**src/hdl/bld_pkg.sv**
```systemverilog
// Shared types and constants for the block-linear deswizzle address generator.
// No dependencies.
`timescale 1ns / 1ps

package bld_pkg;

  localparam int unsigned MaxDim = 16384;

  localparam int unsigned SizeW  = 15;
  localparam int unsigned CoordW = 14;
  localparam int unsigned RobW   = 28;
  localparam int unsigned SrcW   = 34;
  localparam int unsigned DstW   = 32;

  localparam logic [2:0] CFG_TEX_WIDTH       = 3'd0;
  localparam logic [2:0] CFG_TEX_HEIGHT      = 3'd1;
  localparam logic [2:0] CFG_BLOCK_DIM       = 3'd2;
  localparam logic [2:0] CFG_BYTES_LOG2      = 3'd3;
  localparam logic [2:0] CFG_GOB_HEIGHT_LOG2 = 3'd4;

  typedef struct packed {
    logic [SizeW-1:0] wb;
    logic [SizeW-1:0] hb;
    logic [2:0]       bl;
    logic [2:0]       gl;
    logic [RobW-1:0]  rob;
  } geom_t;

  typedef struct packed {
    logic              oor;
    logic [CoordW-1:0] x;
    logic [17:0]       x1;
    logic [CoordW-1:0] y;
  } fe_item_t;

  typedef struct packed {
    logic [SrcW-1:0] src;
    logic [DstW-1:0] dst;
    logic            oor;
  } result_t;

endpackage

```
**src/hdl/block_linear_deswizzle_address_top.sv**
```systemverilog
// Block-linear (GOB-tiled) deswizzle address generator, top level.
// Depends on bld_pkg, bld_cfg, bld_front, bld_fifo, bld_back.
//
// Usage:
//  - Configuration: cfg_valid_i/cfg_ready_o with cfg_index_i and cfg_data_i write
//    one register per beat (0 width, 1 height, 2 block dim, 3 bytes log2,
//    4 GOB height log2). cfg_ready_o is always high. Write only while idle.
//  - After reset and after every config write the geometry sequencer runs:
//    a load step and a restoring divide each for width and height, block
//    height reduction and a final step. full stays high during that time.
//  - Input: a coordinate beat (col_i, row_i) is taken when push is high and
//    full low. One beat per cycle is sustained while pop keeps up.
//  - Output: while empty is low the oldest result sits on source_offset_o,
//    dest_offset_o and out_of_range_o; pop takes it.
//  - Path: an input beat is registered in the front stage, then passes the
//    middle queue, the back multiply stage and the output queue.
//  - Throughput is one item per cycle, set by the combinational 14x28 and
//    14x15 multiplies of the back stage. When pop is held low the queues fill
//    and full rises; nothing is dropped.
`timescale 1ns / 1ps

module block_linear_deswizzle_address_top (
  input  logic        clk_i,
  input  logic        rst_ni,
  input  logic        cfg_valid_i,
  output logic        cfg_ready_o,
  input  logic [2:0]  cfg_index_i,
  input  logic [14:0] cfg_data_i,
  input  logic        push,
  output logic        full,
  input  logic [13:0] col_i,
  input  logic [13:0] row_i,
  output logic        empty,
  input  logic        pop,
  output logic [33:0] source_offset_o,
  output logic [31:0] dest_offset_o,
  output logic        out_of_range_o
);

  bld_pkg::geom_t    geom;
  logic              busy;
  logic              mq_push, mq_full, mq_pop, mq_empty;
  bld_pkg::fe_item_t mq_in, mq_out;
  logic              rq_push, rq_full;
  bld_pkg::result_t  rq_in, rq_out;

  bld_cfg u_cfg (
    .clk_i       (clk_i),
    .rst_ni      (rst_ni),
    .cfg_valid_i (cfg_valid_i),
    .cfg_ready_o (cfg_ready_o),
    .cfg_index_i (cfg_index_i),
    .cfg_data_i  (cfg_data_i),
    .geom_o      (geom),
    .busy_o      (busy)
  );

  bld_front u_front (
    .clk_i    (clk_i),
    .rst_ni   (rst_ni),
    .push_i   (push),
    .full_o   (full),
    .col_i    (col_i),
    .row_i    (row_i),
    .geom_i   (geom),
    .busy_i   (busy),
    .q_push_o (mq_push),
    .q_item_o (mq_in),
    .q_full_i (mq_full)
  );

  bld_fifo #(
    .Width ($bits(bld_pkg::fe_item_t)),
    .Depth (2)
  ) u_mid_q (
    .clk_i   (clk_i),
    .rst_ni  (rst_ni),
    .push_i  (mq_push),
    .data_i  (mq_in),
    .full_o  (mq_full),
    .pop_i   (mq_pop),
    .data_o  (mq_out),
    .empty_o (mq_empty)
  );

  bld_back u_back (
    .clk_i     (clk_i),
    .rst_ni    (rst_ni),
    .q_empty_i (mq_empty),
    .q_item_i  (mq_out),
    .q_pop_o   (mq_pop),
    .geom_i    (geom),
    .r_push_o  (rq_push),
    .r_data_o  (rq_in),
    .r_full_i  (rq_full)
  );

  bld_fifo #(
    .Width ($bits(bld_pkg::result_t)),
    .Depth (2)
  ) u_res_q (
    .clk_i   (clk_i),
    .rst_ni  (rst_ni),
    .push_i  (rq_push),
    .data_i  (rq_in),
    .full_o  (rq_full),
    .pop_i   (pop),
    .data_o  (rq_out),
    .empty_o (empty)
  );

  assign source_offset_o = rq_out.src;
  assign dest_offset_o   = rq_out.dst;
  assign out_of_range_o  = rq_out.oor;

endmodule

```
**src/hdl/bld_fifo.sv**
```systemverilog
// Small first-word-fall-through queue on flops.
// No dependencies.
`timescale 1ns / 1ps

module bld_fifo #(
  parameter int unsigned Width = 8,
  parameter int unsigned Depth = 2
) (
  input  logic             clk_i,
  input  logic             rst_ni,
  input  logic             push_i,
  input  logic [Width-1:0] data_i,
  output logic             full_o,
  input  logic             pop_i,
  output logic [Width-1:0] data_o,
  output logic             empty_o
);

  localparam int unsigned PtrW = (Depth > 1) ? $clog2(Depth) : 1;
  localparam int unsigned CntW = $clog2(Depth + 1);

  logic [Width-1:0] mem_q [Depth];
  logic [PtrW-1:0]  wr_ptr_q, rd_ptr_q;
  logic [CntW-1:0]  cnt_q;
  logic             do_push, do_pop;

  assign full_o  = (cnt_q == CntW'(Depth));
  assign empty_o = (cnt_q == '0);
  assign do_push = push_i && !full_o;
  assign do_pop  = pop_i && !empty_o;
  assign data_o  = mem_q[rd_ptr_q];

  always_ff @(posedge clk_i or negedge rst_ni) begin
    if (!rst_ni) begin
      wr_ptr_q <= '0;
      rd_ptr_q <= '0;
      cnt_q    <= '0;
    end else begin
      if (do_push) begin
        wr_ptr_q <= (wr_ptr_q == PtrW'(Depth - 1)) ? '0 : wr_ptr_q + 1'b1;
      end
      if (do_pop) begin
        rd_ptr_q <= (rd_ptr_q == PtrW'(Depth - 1)) ? '0 : rd_ptr_q + 1'b1;
      end
      if (do_push && !do_pop) begin
        cnt_q <= cnt_q + 1'b1;
      end else if (do_pop && !do_push) begin
        cnt_q <= cnt_q - 1'b1;
      end
    end
  end

  always_ff @(posedge clk_i) begin
    if (do_push) begin
      mem_q[wr_ptr_q] <= data_i;
    end
  end

endmodule

```
**src/hdl/bld_cfg.sv**
```systemverilog
// Configuration registers and the sequencer that derives image geometry from them.
// Depends on bld_pkg.
`timescale 1ns / 1ps

module bld_cfg (
  input  logic                  clk_i,
  input  logic                  rst_ni,
  input  logic                  cfg_valid_i,
  output logic                  cfg_ready_o,
  input  logic [2:0]            cfg_index_i,
  input  logic [14:0]           cfg_data_i,
  output bld_pkg::geom_t        geom_o,
  output logic                  busy_o
);

  localparam logic [2:0] SEQ_IDLE = 3'd0;
  localparam logic [2:0] SEQ_LDW  = 3'd1;
  localparam logic [2:0] SEQ_DIVW = 3'd2;
  localparam logic [2:0] SEQ_LDH  = 3'd3;
  localparam logic [2:0] SEQ_DIVH = 3'd4;
  localparam logic [2:0] SEQ_RED  = 3'd5;
  localparam logic [2:0] SEQ_FIN  = 3'd6;

  localparam int unsigned SizeW = bld_pkg::SizeW;

  logic [SizeW-1:0] tex_width_q, tex_height_q;
  logic [2:0]       block_dim_q, bytes_log2_q, gob_height_log2_q;
  logic [2:0]       state_q, state_d;
  logic [SizeW-1:0] div_num_q;
  logic [2:0]       div_rem_q;
  logic [3:0]       cnt_q;
  logic [SizeW-1:0] wb_q, hb_q;
  logic [2:0]       gl_q, bl_q;
  logic [bld_pkg::RobW-1:0] rob_q;

  logic             wr;
  logic [SizeW-1:0] tw_sat, th_sat;
  logic [2:0]       bd_eff, bl_sat, gl_sat;
  logic [3:0]       rem_sh;
  logic             ge;
  logic [2:0]       rem_n;
  logic             div_last;
  logic [18:0]      wbs;
  logic [12:0]      gw;

  assign cfg_ready_o = 1'b1;
  assign wr          = cfg_valid_i && cfg_ready_o;
  assign busy_o      = (state_q != SEQ_IDLE);

  assign tw_sat = (tex_width_q > SizeW'(bld_pkg::MaxDim)) ? SizeW'(bld_pkg::MaxDim) : tex_width_q;
  assign th_sat = (tex_height_q > SizeW'(bld_pkg::MaxDim)) ? SizeW'(bld_pkg::MaxDim)
                                                          : tex_height_q;
  assign bd_eff = (block_dim_q == 3'd0) ? 3'd1 : block_dim_q;
  assign bl_sat = (bytes_log2_q > 3'd4) ? 3'd4 : bytes_log2_q;
  assign gl_sat = (gob_height_log2_q > 3'd5) ? 3'd5 : gob_height_log2_q;

  // restoring divide, one quotient bit per cycle
  assign rem_sh   = {div_rem_q, div_num_q[SizeW-1]};
  assign ge       = (rem_sh >= {1'b0, bd_eff});
  assign rem_n    = ge ? 3'(rem_sh - {1'b0, bd_eff}) : rem_sh[2:0];
  assign div_last = (cnt_q == 4'(SizeW - 1));

  assign wbs = 19'(wb_q) << bl_sat;
  assign gw  = 13'((20'(wbs) + 20'd63) >> 6);

  always_comb begin
    state_d = state_q;
    unique case (state_q)
      SEQ_IDLE: state_d = SEQ_IDLE;
      SEQ_LDW:  state_d = SEQ_DIVW;
      SEQ_DIVW: if (div_last) state_d = SEQ_LDH;
      SEQ_LDH:  state_d = SEQ_DIVH;
      SEQ_DIVH: if (div_last) state_d = SEQ_RED;
      SEQ_RED: begin
        if (!((gl_q != 3'd0) && ((SizeW'(4) << gl_q) >= hb_q))) state_d = SEQ_FIN;
      end
      SEQ_FIN:  state_d = SEQ_IDLE;
      default:  state_d = SEQ_IDLE;
    endcase
    if (wr) state_d = SEQ_LDW;
  end

  always_ff @(posedge clk_i or negedge rst_ni) begin
    if (!rst_ni) begin
      state_q           <= SEQ_LDW;
      tex_width_q       <= 15'd256;
      tex_height_q      <= 15'd256;
      block_dim_q       <= 3'd4;
      bytes_log2_q      <= 3'd3;
      gob_height_log2_q <= 3'd4;
    end else begin
      state_q <= state_d;
      if (wr) begin
        unique case (cfg_index_i)
          bld_pkg::CFG_TEX_WIDTH:       tex_width_q       <= cfg_data_i;
          bld_pkg::CFG_TEX_HEIGHT:      tex_height_q      <= cfg_data_i;
          bld_pkg::CFG_BLOCK_DIM:       block_dim_q       <= cfg_data_i[2:0];
          bld_pkg::CFG_BYTES_LOG2:      bytes_log2_q      <= cfg_data_i[2:0];
          bld_pkg::CFG_GOB_HEIGHT_LOG2: gob_height_log2_q <= cfg_data_i[2:0];
          default: ;
        endcase
      end
    end
  end

  always_ff @(posedge clk_i) begin
    unique case (state_q)
      SEQ_LDW: begin
        div_num_q <= SizeW'(tw_sat + SizeW'(bd_eff) - SizeW'(1));
        div_rem_q <= '0;
        cnt_q     <= '0;
        gl_q      <= gl_sat;
      end
      SEQ_LDH: begin
        div_num_q <= SizeW'(th_sat + SizeW'(bd_eff) - SizeW'(1));
        div_rem_q <= '0;
        cnt_q     <= '0;
      end
      SEQ_DIVW, SEQ_DIVH: begin
        div_num_q <= {div_num_q[SizeW-2:0], ge};
        div_rem_q <= rem_n;
        cnt_q     <= cnt_q + 4'd1;
        if (div_last) begin
          if (state_q == SEQ_DIVW) wb_q <= {div_num_q[SizeW-2:0], ge};
          else hb_q <= {div_num_q[SizeW-2:0], ge};
        end
      end
      SEQ_RED: begin
        if ((gl_q != 3'd0) && ((SizeW'(4) << gl_q) >= hb_q)) gl_q <= gl_q - 3'd1;
      end
      SEQ_FIN: begin
        bl_q  <= bl_sat;
        rob_q <= bld_pkg::RobW'(gw) << (4'd9 + 4'(gl_q));
      end
      default: ;
    endcase
  end

  assign geom_o.wb  = wb_q;
  assign geom_o.hb  = hb_q;
  assign geom_o.bl  = bl_q;
  assign geom_o.gl  = gl_q;
  assign geom_o.rob = rob_q;

endmodule

```
**src/hdl/bld_front.sv**
```systemverilog
// Front end: accepts coordinates, flags out-of-range ones, stages them for the back end.
// Depends on bld_pkg.
`timescale 1ns / 1ps

module bld_front (
  input  logic                clk_i,
  input  logic                rst_ni,
  input  logic                push_i,
  output logic                full_o,
  input  logic [13:0]         col_i,
  input  logic [13:0]         row_i,
  input  bld_pkg::geom_t      geom_i,
  input  logic                busy_i,
  output logic                q_push_o,
  output bld_pkg::fe_item_t   q_item_o,
  input  logic                q_full_i
);

  logic              fe_v_q;
  bld_pkg::fe_item_t fe_item_q;
  logic              stage_ready, accept;

  assign stage_ready = !fe_v_q || !q_full_i;
  assign full_o      = busy_i || !stage_ready;
  assign accept      = push_i && !full_o;
  assign q_push_o    = fe_v_q;
  assign q_item_o    = fe_item_q;

  always_ff @(posedge clk_i or negedge rst_ni) begin
    if (!rst_ni) begin
      fe_v_q <= 1'b0;
    end else if (stage_ready) begin
      fe_v_q <= accept;
    end
  end

  always_ff @(posedge clk_i) begin
    if (accept) begin
      fe_item_q.oor <= ({1'b0, col_i} >= geom_i.wb) || ({1'b0, row_i} >= geom_i.hb);
      fe_item_q.x   <= col_i;
      fe_item_q.x1  <= 18'(col_i) << geom_i.bl;
      fe_item_q.y   <= row_i;
    end
  end

endmodule

```
**src/hdl/bld_back.sv**
```systemverilog
// Back end: multiplies out row-of-blocks and linear row terms, then sums the offsets.
// Depends on bld_pkg.
`timescale 1ns / 1ps

module bld_back (
  input  logic                clk_i,
  input  logic                rst_ni,
  input  logic                q_empty_i,
  input  bld_pkg::fe_item_t   q_item_i,
  output logic                q_pop_o,
  input  bld_pkg::geom_t      geom_i,
  output logic                r_push_o,
  output bld_pkg::result_t    r_data_o,
  input  logic                r_full_i
);

  logic        s1_v_q;
  logic [33:0] psrc_q;
  logic [26:0] xterm_q;
  logic [14:0] lo_q;
  logic [28:0] pdst_q;
  logic [13:0] x_q;
  logic        oor_q;

  logic        s1_ready;
  logic [13:0] ys, ymask;
  logic [41:0] psrc_full;
  logic [14:0] lo;
  logic [29:0] lin;

  assign s1_ready = !s1_v_q || !r_full_i;
  assign q_pop_o  = !q_empty_i && s1_ready;

  assign ys        = q_item_i.y >> (4'd3 + 4'(geom_i.gl));
  assign psrc_full = 42'(ys) * 42'(geom_i.rob);
  assign ymask     = q_item_i.y & 14'((16'd8 << geom_i.gl) - 16'd1);
  assign lo = (15'(ymask >> 3) << 9) + (15'(q_item_i.x1[5]) << 8)
            + (15'(q_item_i.y[2:1]) << 6) + (15'(q_item_i.x1[4]) << 5)
            + (15'(q_item_i.y[0]) << 4) + 15'(q_item_i.x1[3:0]);

  always_ff @(posedge clk_i or negedge rst_ni) begin
    if (!rst_ni) begin
      s1_v_q <= 1'b0;
    end else if (s1_ready) begin
      s1_v_q <= q_pop_o;
    end
  end

  always_ff @(posedge clk_i) begin
    if (q_pop_o) begin
      psrc_q  <= psrc_full[33:0];
      xterm_q <= 27'(q_item_i.x1[17:6]) << (4'd9 + 4'(geom_i.gl));
      lo_q    <= lo;
      pdst_q  <= 29'(q_item_i.y) * 29'(geom_i.wb);
      x_q     <= q_item_i.x;
      oor_q   <= q_item_i.oor;
    end
  end

  assign lin      = 30'(pdst_q) + 30'(x_q);
  assign r_push_o = s1_v_q;

  always_comb begin
    r_data_o.oor = oor_q;
    if (oor_q) begin
      r_data_o.src = '0;
      r_data_o.dst = '0;
    end else begin
      r_data_o.src = psrc_q + 34'(xterm_q) + 34'(lo_q);
      r_data_o.dst = 32'(34'(lin) << geom_i.bl);
    end
  end

endmodule
```
**config.mk**
```make
export PLATFORM = sky130hd
export DESIGN_NAME = block_linear_deswizzle_address_top
export DESIGN_NICKNAME = d
export VERILOG_FILES = /design/src/hdl/bld_pkg.sv /design/src/hdl/block_linear_deswizzle_address_top.sv /design/src/hdl/bld_fifo.sv /design/src/hdl/bld_cfg.sv /design/src/hdl/bld_front.sv /design/src/hdl/bld_back.sv
export SDC_FILE = /design/constraint.sdc
export NUM_CORES = 2
export LEC_CHECK = 0
export BUFFER_PORTS_ARGS = -buffer_cell sky130_fd_sc_hd__buf_2
export CORE_MARGIN = 8
export CORE_UTILIZATION = 30
export DETAILED_ROUTE_END_ITERATION = 7
export GPL_TIMING_DRIVEN = 0
export PLACE_DENSITY_LB_ADDON = 0.05
export SYNTH_ARGS = -nofsm -noshare
export SYNTH_HDL_FRONTEND = slang
export SYNTH_HIERARCHICAL = 1
export SYNTH_SLANG_ARGS = --single-unit
```
**constraint.sdc**
```tcl
create_clock -name clk_i -period 16.25 [get_ports clk_i]
set_clock_uncertainty 0.05 [all_clocks]
set_input_delay 0 -clock clk_i [delete_from_list [all_inputs] [get_ports clk_i]]
set_output_delay 0 -clock clk_i [all_outputs]
set_load 0.01 [all_outputs]
```
==> flow_metrics.py <==
metrics = {
    "clock_network": {
        "cts_setup_buffers": 0,
        "cts_max_level": 3,
        "inserted_clock_buffers": 69,
        "ctsLongestPathBuffers": 3,
        "cts_tree": "yes",
        "cts.reportedPaths.clkPinSlew_ps": 50,
        "tritoncts_num_sinks": 533,
        "clkLatencyLatePin_ps": 670,
        "cts_root_buf": "sky130_fd_sc_hd__clkbuf_16",
    },
    "hold_path": {
        "worstHoldEndpoint": "u_cfg/tex_width_q[8]$_DFFE_PN1P_",
        "timing.hold.worst.class": "in -> reg",
        "hold_path.startpoint": "cfg_data_i[8]",
        "holdPathStages": 3,
    },
    "global_route": {
        "first_global_vias": 32100,
        "wire_length_of_the_first_global_routing_pass_um": 203000,
        "grt.met2_usage_pct": 26.1,
        "global_routing_met1_resource_utilization_pct": 23.2,
        "global_route.peak_usage_layer": "met2",
        "grt.met3_usage_pct": 2.11,
        "grt_antenna_before_repair": 6,
        "globalRouteOverflowTotal": 0,
        "grt_max_degree": 46,
        "global_routing_usage_summed_across_all_routing_layers_pct": 16.1,
    },
    "final_layout": {
        "layout_commonest_cell": "sky130_fd_sc_hd__inv_1",
        "multi_input_area_sq_mm": 0.0265,
        "most-common-layout-cells": "549 x sky130_fd_sc_hd__inv_1, 482 x sky130_fd_sc_hd__nand2_1, 481 x sky130_fd_sc_hd__edfxtp_1",
        "layout-drive-gt1-share_pct": 11.3,
        "final_nets": 5276,
        "number_of_filler_cells_placed_in_the_layout": 15400,
        "synthesis_to_finish_area_growth_pct": 14.2,
        "seqCellArea_sq_mm": 0.0158,
    },
    "routing": {
        "drtPass1Iterations": 5,
        "drt_drc_violations_left": 0,
        "routed_via_density": 4.73,
        "detail_route.iter0.violations": 1529,
        "dr_total_vias": 31100,
        "postRouteWirelength_um": 134000,
        "wire_per_inst_um": 20.3,
        "drt.antenna.violating_nets": 0,
    },
    "worst_setup_path": {
        "cp.required_ps": 16580,
        "critPathCaptureType": "flop",
        "worstReg2RegStart": "u_cfg/gl_q[0]$_DFFE_PP_",
        "ff2ff_setup_slack_ps": 6150,
        "critPathArrivalTime_ps": 10430,
        "critPathLaunchType": "flop",
        "worst-path-max-fanout": 10,
        "worst_r2r_dst": "u_back/psrc_q[32]$_DFFE_PP_",
        "startpoint_to_endpoint_class_of_the_critical_path": "reg -> reg",
        "r2r.worst_path.cells": 27,
    },
    "logic_synthesis": {
        "number_of_storage_elements_in_the_synthesis_netlist": 533,
        "synth_area_sq_mm": 0.0451,
        "postSynthCellCount": 4242,
        "number_of_enable_type_register_cells_in_the_synthesized_netlist": 481,
        "postSynthNetCount": 5009,
        "synth-seq-area-share_pct": 34.9,
        "synth_top_cells_by_area": "sky130_fd_sc_hd__edfxtp_1 32%, sky130_fd_sc_hd__fa_1 18%, sky130_fd_sc_hd__ha_1 8.9%",
        "synth_top_flop_cell": "sky130_fd_sc_hd__edfxtp_1",
        "main_combinational_cell_family_by_area_after_synthesis": "adder cells",
        "postSynthAreaPerCell_sq_um": 10.6,
        "synth-xor-area-share_pct": 2.83,
        "yosysTopAreaCellShare_pct": 32.0,
        "total_number_of_yosys_warnings": 6,
        "ys_async_sr_fraction_pct": 9.76,
        "synth_compound_gate_area_share_pct": 9.36,
        "synth.mux.area_fraction_pct": 6.96,
        "yosys.area_share.adder_pct": 26.4,
        "ys_types": 111,
        "yosysTopAreaCell": "sky130_fd_sc_hd__edfxtp_1",
        "simple_gate_share_of_the_synthesized_area_pct": 13.0,
    },
    "floorplanning": {
        "initial_utilization_pct": 30.2,
        "floorplan.die.height_um": 404,
        "placement_rows": 142,
        "die_w_um": 404,
        "design.die.area_sq_mm": 0.163,
        "ioPinCount": 121,
        "core_area_sq_mm": 0.150,
    },
    "timing": {
        "unrepaired_setup_endpoints_after_global_routing": "no",
        "tightestPinTransition_ps": 1380,
        "setup_viol": 0,
        "timing.fmax_mhz": 99.0,
        "slew_violations": 0,
        "relSlewSlack_pct": 8.17,
        "final.period_utilization_pct": 62.2,
        "timing.final.hold_violations": 0,
        "finalCriticalPeriod_ps": 10100,
        "fin_tns_setup_ps": 0,
    },
    "run_status": {
        "status": "finished clean",
    },
    "run": {
        "cap_viol_max_count": 0,
    },
    "placed_design": {
        "place.detailed.hpwl_um": 107000,
        "globalplace.congestion": 0.816,
        "numPortBuffers": 119,
    },
}
==> Yosys cell counts, drive strengths merged (9+ instances only) <==
cell type	n
a21oi	157
o22ai	17
xnor2	95
a21o	41
fa	395
o21ai	115
o31ai	18
or3	11
mux2	171
mux2i	87
or2	17
dfrtp	45
nor2b	48
or4	9
nand2	483
nor3	72
inv	550
ha	321
a211oi	53
nor2	215
buf	38
o21bai	23
xor2	51
nor4	12
a221o	9
o21a	28
and2	190
and3	31
nand4	15
nand2b	48
a22oi	14
o211ai	15
a31oi	33
edfxtp	481
clkbuf	144
nand3	47
==> timing repair <==
item                                   in CTS  in global routing
hold buffers                               62                  0
resized for setup                           0                  0
endpoints found under the hold margin     159                  0
==> state kept, by name, summed over array words and instances (netlist names), 3 cells and up <==
register,cells
u_cfg/div_num_q,15
u_cfg/state_q,3
u_back/pdst_q,29
u_cfg/bytes_log2_q,3
u_mid_q/mem_q,94
u_cfg/hb_q,15
u_cfg/tex_height_q,15
u_cfg/cnt_q,4
u_back/x_q,14
u_cfg/gob_height_log2_q,3
u_res_q/mem_q,134
u_cfg/tex_width_q,15
u_back/lo_q,15
u_cfg/bl_q,3
u_cfg/block_dim_q,3
u_front/q_item_o,47
u_cfg/wb_q,15
u_cfg/div_rem_q,3
u_cfg/rob_q,28
u_cfg/gl_q,3
u_back/xterm_q,27
u_back/psrc_q,34
==> metrics by stage <==
step / setup slack [ps] / area, sq um / utilization [%] / hold slack [ps] / instances
2_1_floorplan: 7630 / 45100 / - / -346 / 4242
3_3_place_gp: 2480 / 48200 / 32.2 / 157 / 6377
3_5_place_dp: 5950 / 48600 / 32.5 / 89.8 / 6392
4_1_cts: 5950 / 51500 / 34.4 / 3.80 / 6576
5_1_grt: 5480 / 51500 / 34.4 / 32.6 / 6576
6_report: 6150 / 51500 / 34.4 / 69.5 / 6581
==> layer usage <==
metal  part of all wire [%]  up-vias
li1                       -    15000
met1                     49    15500
met2                     46      493
met3                    3.2      116
met4                    1.7        0
met5                      0        -
==> kinds of logic after synthesis <==
logic type	Yosys count
flops	533
other cells	1
fa+ha+maj	716
simple gates	1219
compound gates	623
buf+inv	738
xor+xnor	146
mux	266
==> worst max-delay path, stage by stage, from the launching register on <==
cell                        delay, ps
sky130_fd_sc_hd__edfxtp_1         580
sky130_fd_sc_hd__clkbuf_1         320
sky130_fd_sc_hd__buf_1            640
sky130_fd_sc_hd__mux2i_1          310
sky130_fd_sc_hd__a21oi_1          140
sky130_fd_sc_hd__mux2i_1          840
sky130_fd_sc_hd__clkbuf_1         630
sky130_fd_sc_hd__nor2b_1          150
sky130_fd_sc_hd__fa_1             560
sky130_fd_sc_hd__inv_1             60
sky130_fd_sc_hd__fa_1             540
sky130_fd_sc_hd__inv_1             70
sky130_fd_sc_hd__fa_1             500
sky130_fd_sc_hd__inv_1             50
sky130_fd_sc_hd__fa_1             470
sky130_fd_sc_hd__inv_1             50
sky130_fd_sc_hd__fa_1             500
sky130_fd_sc_hd__fa_1             500
sky130_fd_sc_hd__ha_1             260
sky130_fd_sc_hd__nor4_4           350
sky130_fd_sc_hd__o21ai_1          220
sky130_fd_sc_hd__a311o_1          420
sky130_fd_sc_hd__a2111oi_2        470
sky130_fd_sc_hd__o31ai_1          210
sky130_fd_sc_hd__a311o_1          440
sky130_fd_sc_hd__a41oi_1          250
sky130_fd_sc_hd__o21bai_1         100
sky130_fd_sc_hd__xor2_1           170
==> layout make-up <==
type / instances / area share (%)
flip-flops and latches: 533 / 30.6
multi-input cells: 2971 / 51.4
clock inverters: 40 / 1.03
inverters: 556 / 4.05
diodes: 5 / 0.0243
repair buffers: 196 / 2.91
well taps: 2016 / 4.90
clock buffers: 82 / 3.48
plain buffers: 182 / 1.66
==> worst max-delay path by stage <==
stage	startpoint	endpoint	slack, ps	depth (start not counted)
floorplan	u_res_q/cnt_q[0]$_DFFE_PN0P_	u_mid_q/cnt_q[1]$_DFFE_PN0P_	7630	7
CTS	u_cfg/gl_q[0]$_DFFE_PP_	u_back/psrc_q[32]$_DFFE_PP_	5950	27
finish	u_cfg/gl_q[0]$_DFFE_PP_	u_back/psrc_q[32]$_DFFE_PP_	6150	27
detailed placement	u_cfg/gl_q[0]$_DFFE_PP_	u_back/psrc_q[32]$_DFFE_PP_	5950	27
global placement	u_res_q/cnt_q[0]$_DFFE_PN0P_	u_mid_q/cnt_q[1]$_DFFE_PN0P_	2480	7
global route	u_cfg/gl_q[0]$_DFFE_PP_	u_back/psrc_q[32]$_DFFE_PP_	5480	27
Power is not shown: default switching activity piles up to over one toggle a cycle in this logic, so the estimate is an artifact.
